**src/sv/mmts_pkg.sv**
```systemverilog
package mmts_pkg;

	localparam int DEPTH      = 256;
	localparam int DATA_WIDTH = 32;
	localparam int ADDR_W     = $clog2(DEPTH);
	localparam int CNT_W      = $clog2(DEPTH + 1);

	localparam logic OP_PUSH = 1'b0;
	localparam logic OP_POP  = 1'b1;

	typedef enum logic [1:0] {
		STAT_OK    = 2'd0,
		STAT_UNDER = 2'd1,
		STAT_OVER  = 2'd2
	} status_t;

	typedef enum logic {
		ST_IDLE,
		ST_REFILL
	} state_t;

	typedef struct packed {
		logic [DATA_WIDTH-1:0] value;
		logic [DATA_WIDTH-1:0] lo;
		logic [DATA_WIDTH-1:0] hi;
	} entry_t;

	typedef struct packed {
		entry_t  ent;
		logic    empty;
		logic    full;
		status_t status;
	} result_t;

	typedef struct packed {
		logic              we;
		logic              re;
		logic [ADDR_W-1:0] addr;
		entry_t            wdata;
	} ram_req_t;

endpackage

```
**src/sv/mmts_ctrl.sv**
```systemverilog
module mmts_ctrl (
	input  logic                                 clk,
	input  logic                                 arst_n,
	input  logic                                 in_valid,
	output logic                                 in_ready,
	input  logic                                 op,
	input  logic signed [mmts_pkg::DATA_WIDTH-1:0] push_value,
	input  logic                                 room,
	output logic                                 res_valid,
	output mmts_pkg::result_t                    res,
	output mmts_pkg::ram_req_t                   ram_req,
	input  mmts_pkg::entry_t                     ram_rdata
);

	localparam logic [mmts_pkg::CNT_W-1:0] CNT_ONE  = mmts_pkg::CNT_W'(1);
	localparam logic [mmts_pkg::CNT_W-1:0] CNT_TWO  = mmts_pkg::CNT_W'(2);
	localparam logic [mmts_pkg::CNT_W-1:0] CNT_FULL = mmts_pkg::CNT_W'(mmts_pkg::DEPTH);

	mmts_pkg::state_t             state_q, state_d;
	logic [mmts_pkg::CNT_W-1:0]   count_q, count_d;
	mmts_pkg::entry_t             top_q, top_d;
	mmts_pkg::entry_t             push_ent;
	logic                         accept;

	function automatic mmts_pkg::result_t make_res(
		input mmts_pkg::entry_t           ent,
		input logic [mmts_pkg::CNT_W-1:0] cnt,
		input mmts_pkg::status_t          st
	);
		mmts_pkg::result_t r;
		r.ent    = (cnt == '0) ? '0 : ent;
		r.empty  = (cnt == '0);
		r.full   = (cnt == CNT_FULL);
		r.status = st;
		return r;
	endfunction

	assign in_ready = (state_q == mmts_pkg::ST_IDLE) && room;
	assign accept   = in_valid && in_ready;

	always_comb begin
		push_ent.value = push_value;
		push_ent.lo    = push_value;
		push_ent.hi    = push_value;
		if (count_q != '0) begin
			if ($signed(top_q.lo) < push_value) begin
				push_ent.lo = top_q.lo;
			end
			if (push_value < $signed(top_q.hi)) begin
				push_ent.hi = top_q.hi;
			end
		end
	end

	always_comb begin
		state_d = state_q;
		case (state_q)
			mmts_pkg::ST_IDLE: begin
				if (accept && op == mmts_pkg::OP_POP && count_q >= CNT_TWO) begin
					state_d = mmts_pkg::ST_REFILL;
				end
			end
			mmts_pkg::ST_REFILL: begin
				state_d = mmts_pkg::ST_IDLE;
			end
			default: begin
				state_d = mmts_pkg::ST_IDLE;
			end
		endcase
	end

	always_comb begin
		ram_req   = '0;
		res_valid = 1'b0;
		res       = '0;
		count_d   = count_q;
		top_d     = top_q;
		case (state_q)
			mmts_pkg::ST_IDLE: begin
				if (accept) begin
					if (op == mmts_pkg::OP_PUSH) begin
						res_valid = 1'b1;
						if (count_q == CNT_FULL) begin
							res = make_res(top_q, count_q, mmts_pkg::STAT_OVER);
						end else begin
							ram_req.we    = 1'b1;
							ram_req.addr  = count_q[mmts_pkg::ADDR_W-1:0];
							ram_req.wdata = push_ent;
							top_d         = push_ent;
							count_d       = count_q + CNT_ONE;
							res = make_res(push_ent, count_d, mmts_pkg::STAT_OK);
						end
					end else begin
						if (count_q == '0) begin
							res_valid = 1'b1;
							res = make_res(top_q, count_q, mmts_pkg::STAT_UNDER);
						end else if (count_q == CNT_ONE) begin
							res_valid = 1'b1;
							count_d   = '0;
							res = make_res(top_q, count_d, mmts_pkg::STAT_OK);
						end else begin
							count_d      = count_q - CNT_ONE;
							ram_req.re   = 1'b1;
							ram_req.addr = mmts_pkg::ADDR_W'(count_q - CNT_TWO);
						end
					end
				end
			end
			mmts_pkg::ST_REFILL: begin
				top_d     = ram_rdata;
				res_valid = 1'b1;
				res       = make_res(ram_rdata, count_q, mmts_pkg::STAT_OK);
			end
			default: begin
				res_valid = 1'b0;
			end
		endcase
	end

	always_ff @(posedge clk or negedge arst_n) begin
		if (!arst_n) begin
			state_q <= mmts_pkg::ST_IDLE;
			count_q <= '0;
		end else begin
			state_q <= state_d;
			count_q <= count_d;
		end
	end

	always_ff @(posedge clk) begin
		top_q <= top_d;
	end

endmodule

```
**config.mk**
```make
export PLATFORM = sky130hd
export DESIGN_NAME = mmts_ctrl
export DESIGN_NICKNAME = d
export VERILOG_FILES = /design/src/sv/mmts_pkg.sv /design/src/sv/mmts_ctrl.sv
export SDC_FILE = /design/constraint.sdc
export NUM_CORES = 1
export LEC_CHECK = 0
export BUFFER_PORTS_ARGS = -buffer_cell sky130_fd_sc_hd__buf_2
export CORE_MARGIN = 2
export CORE_UTILIZATION = 50
export CTS_BUF_LIST = sky130_fd_sc_hd__clkbuf_4
export DETAILED_ROUTE_END_ITERATION = 6
export GPL_ROUTABILITY_DRIVEN = 0
export PLACE_DENSITY = 0.8
export SKIP_LAST_GASP = 1
export SLEW_MARGIN = 10
export SYNTH_ARGS = -nofsm -noshare
export SYNTH_HDL_FRONTEND = slang
export SYNTH_SLANG_ARGS = --single-unit
```
**constraint.sdc**
```tcl
create_clock -name clk -period 6.1 [get_ports clk]
set_clock_uncertainty 0.1 [all_clocks]
set_input_delay 0.61 -clock clk [delete_from_list [all_inputs] [get_ports clk]]
set_output_delay 0.61 -clock clk [all_outputs]
set_load 0.02 [all_outputs]
```
==> impl_metrics.csv <==
group,metric,value,unit
routing,detailedRoute.firstIterationViolations,981,
setup_path,crit_slowest_cell,"mux2i_4",
placement,dpl.hpwl,24820,um
pwr,power.leakage,0.005764,uW
synth,seq_area_frac_synth,0.3228,
cts,post_cts_resize_count,0,
final_layout,mostFrequentLayoutCells,"buf_2 (340), inv_1 (105), nand2_1 (105)",
floorplanning,die_h,143.3,um
global_route,grt_start_max_net_pins,199,
sta,hold_viol_final,0,
floorplanning,floorplan.die.width,143.3,um
floorplanning,initial_utilization,0.5138,
final_layout,fin_nets,1592,
global_route,number_of_global_route_vias_before_repair,9770,
sta,worst_hold_slack_across_all_endpoints,0.3176,ns
synth,post_synthesis_cell_type_count,53,
global_route,grt_antenna_before_repair,5,
routing,routed_via_count_divided_by_cell_count,6.270,
cts,cts.clk_slew.worst_paths,0.19,ns
setup_path,ff_to_ff_start,"count_q[0]",
cts,tritoncts_num_sinks,106,
synth,ys_dominant_reg_cell,"edfxtp_1",
worst_hold_path,hold_path_class,"in2reg",
sta,number_of_pins_exceeding_their_max_slew_limit_in_the_final_report,0,
global_route,grtUsageMet2,0.5452,
final_layout,post_route_cells_drive_above_1_share,0.2783,
synth,syn-num-nets,1317,
routing,routedWlPerCell,21.38,um
sta,final_worst_path_period_share,0.8508,
synth,synth_enable_flop_cells,96,
cts,cts_buffers,9,
setup_path,path_common_cell,"a21o_1",
setup_path,crit_path_start,"top_q[5]",
cts,clockRootBuffer,"clkbuf_4",
setup_path,path_cells,"inv_1 > ha_1 > a21o_1 > a21o_1 > a221oi_1 > o31ai_1 > a21oi_2 > mux2i_4 > and2_1 > buf_4 > a221o_1 > buf_2",
sta,finalCriticalPeriod,5.190,ns
sta,worstMarginPinSlew,1.231,ns
final_layout,syn_to_final_growth,21.07,%
global_route,first_pass_grt_wire_length,52990,um
setup_path,peak_per_stage_delay_on_the_critical_path,0.62,ns
synth,synth_cells,1114,
pwr,vdd.ir_drop.worst,0.09210,mV
global_route,met1_track_demand_over_resource,0.4258,
floorplanning,core.rowCount,50,
floorplanning,ioPinCount,341,
setup_path,cp_data_required_time,5.39,ns
cts,cts_tree,"yes",
synth,synthesis.area,0.009707,sq mm
setup_path,cp_max_fo,22,
pwr,power_density,198.9,mW/mm^2
cts,clkLatencyLatePin,0.49,ns
cts,cts_post_setup_buffers_inserted,0,
setup_path,worst-endpoint-arrival,4.48,ns
routing,routed_wl,35450,um
floorplanning,die_area,0.02054,sq mm
floorplanning,core_area,0.01889,sq mm
routing,via_count,10400,
sta,max_freq,0.1927,GHz
placement,buffer_ports.inserted,340,
cts,clock_tree.buffer_depth,2,
sta,setup_tns,0,ns
synth,synth_warnings,0,
run,max_cap_violations,0,
routing,drtAntennaViolNets,0,
global_route,globalRouteTotalUtil,0.3300,
setup_path,critPathLaunchType,"flip-flop",
setup_path,timing.setup.critical_path_class,"reg2out",
status,status,"complete, no violations",
worst_hold_path,worstHoldStart,"ram_rdata[69]",
final_layout,mostFrequentLayoutCell,"buf_2",
cts,clock_tree.htree_level_count,3,
setup_path,setup_crit_end_kind,"output port",
synth,synth-seq-cells,106,
global_route,globalRouteMet3Util,0.05132,
cts,cts_hold_repair.buffers,1,
sta,finish_stage_setup_viols,0,
synth,ys_async_rst_share,0.09434,
sta,rsz0062_at_grt,"no",
global_route,grt_overflow_total,0,
synth,post_synth.cell_area_avg,8.713,sq um
global_route,global_route.peak_usage_layer,"met2",
sta,maxSlewHeadroom,0.1773,
routing,drt-pass1-iter-count,5,
routing,drc,0,
layer usage:
layer	wire length (um)	part of all wire	up-vias
met4	1387	0.039	2
met2	16710	0.47	664
met3	3250	0.092	104
li1	-	-	4750
met1	14090	0.40	4875
met5	13	0.00037	-
worst paths after layout:
path	slack, ns	depth (start not counted)	endpoint
min	0.32	3	top_q[69]
max in group asynchronous	5.22	2	state_q
max	0.91	12	res[23]
max reg2reg	1.79	8	top_q[30]
min reg2reg	0.52	1	count_q[2]
min in group asynchronous	0.41	2	count_q[6]
worst max-delay path, delay by kind of cell (launching register included):
family          cells  cell delay [ns]
fa+ha+maj           1             0.23
flops               1             0.45
simple gates        1             0.51
compound gates      6             1.50
mux                 1             0.62
buf+inv             3             0.68
area by class of cell:
cell class | count | area [sq um]
diodes | 4 | 10.01
clock buffers | 9 | 67.56
clock inverters | 7 | 75.07
fillers | 1702 | 7141
inverters | 105 | 394.1
multi-input cells | 813 | 5922
flip-flops and latches | 106 | 3137
well taps | 260 | 325.3
repair buffers | 354 | 1822
state kept, by name (all words and copies together), names as in the netlist:
register and flops:
count_q 9, state_q 1, top_q 96
report_power, final:
part	leakage [uW]	internal [uW]	switching, uW
clock network	0.0000706	127	272
registers	0.00102	891	88.7
logic	0.00468	376	582
stage by stage:
step	total power (uW)	instances	utilization	worst slack (ns)	area, sq um
3_5_place_dp	1934	1637	0.6134	0.9552	11590
4_1_cts	2326	1654	0.6215	0.7889	11740
6_report	2338	1658	0.6221	0.9103	11750
3_3_place_gp	1911	1637	0.6134	0.9984	11590
2_1_floorplan	1621	1114	-	1.822	9707
5_1_grt	2457	1658	0.6221	0.6117	11750
cells by family (layout without fill, tap and decap cells):
kind of cell,after synthesis,in the layout,share of synthesized area
compound gates,330,330,0.2502
simple gates,309,309,0.1524
buf+inv,195,475,0.07734
flops,106,106,0.3228
mux,99,99,0.1026
fa+ha+maj,70,70,0.09023
xor+xnor,5,5,0.004512
other cells,0,4,0
synth_stat cells, drive strengths merged, types with 2 or more instances:
cell	count	area (sq um)
nand2b	5	31.28
mux2i	98	984.7
buf	18	86.33
o211ai	3	22.52
a22o	32	280.3
a221oi	3	26.28
xnor2	3	26.28
nand4	13	81.33
o21ai	91	459.2
a31oi	3	18.77
and3	35	219.0
or2	2	12.51
o221ai	36	315.3
a221o	63	630.6
nor4	3	18.77
edfxtp	96	2883
nor3	6	30.03
dfrtp	10	250.2
a211oi	3	22.52
nand2	106	397.9
a32oi	2	17.52
a21o	12	90.09
clkbuf	72	270.3
xor2	2	17.52
ha	70	875.8
nor3b	33	247.7
a21oi	34	173.9
nor2	89	334.1
nand3	6	30.03
and4	2	17.52
o31ai	2	15.01
a22oi	33	247.7
o22ai	4	25.02
and2	6	37.54
inv	105	394.1
Note: power is estimated with default switching activity, not from simulation.
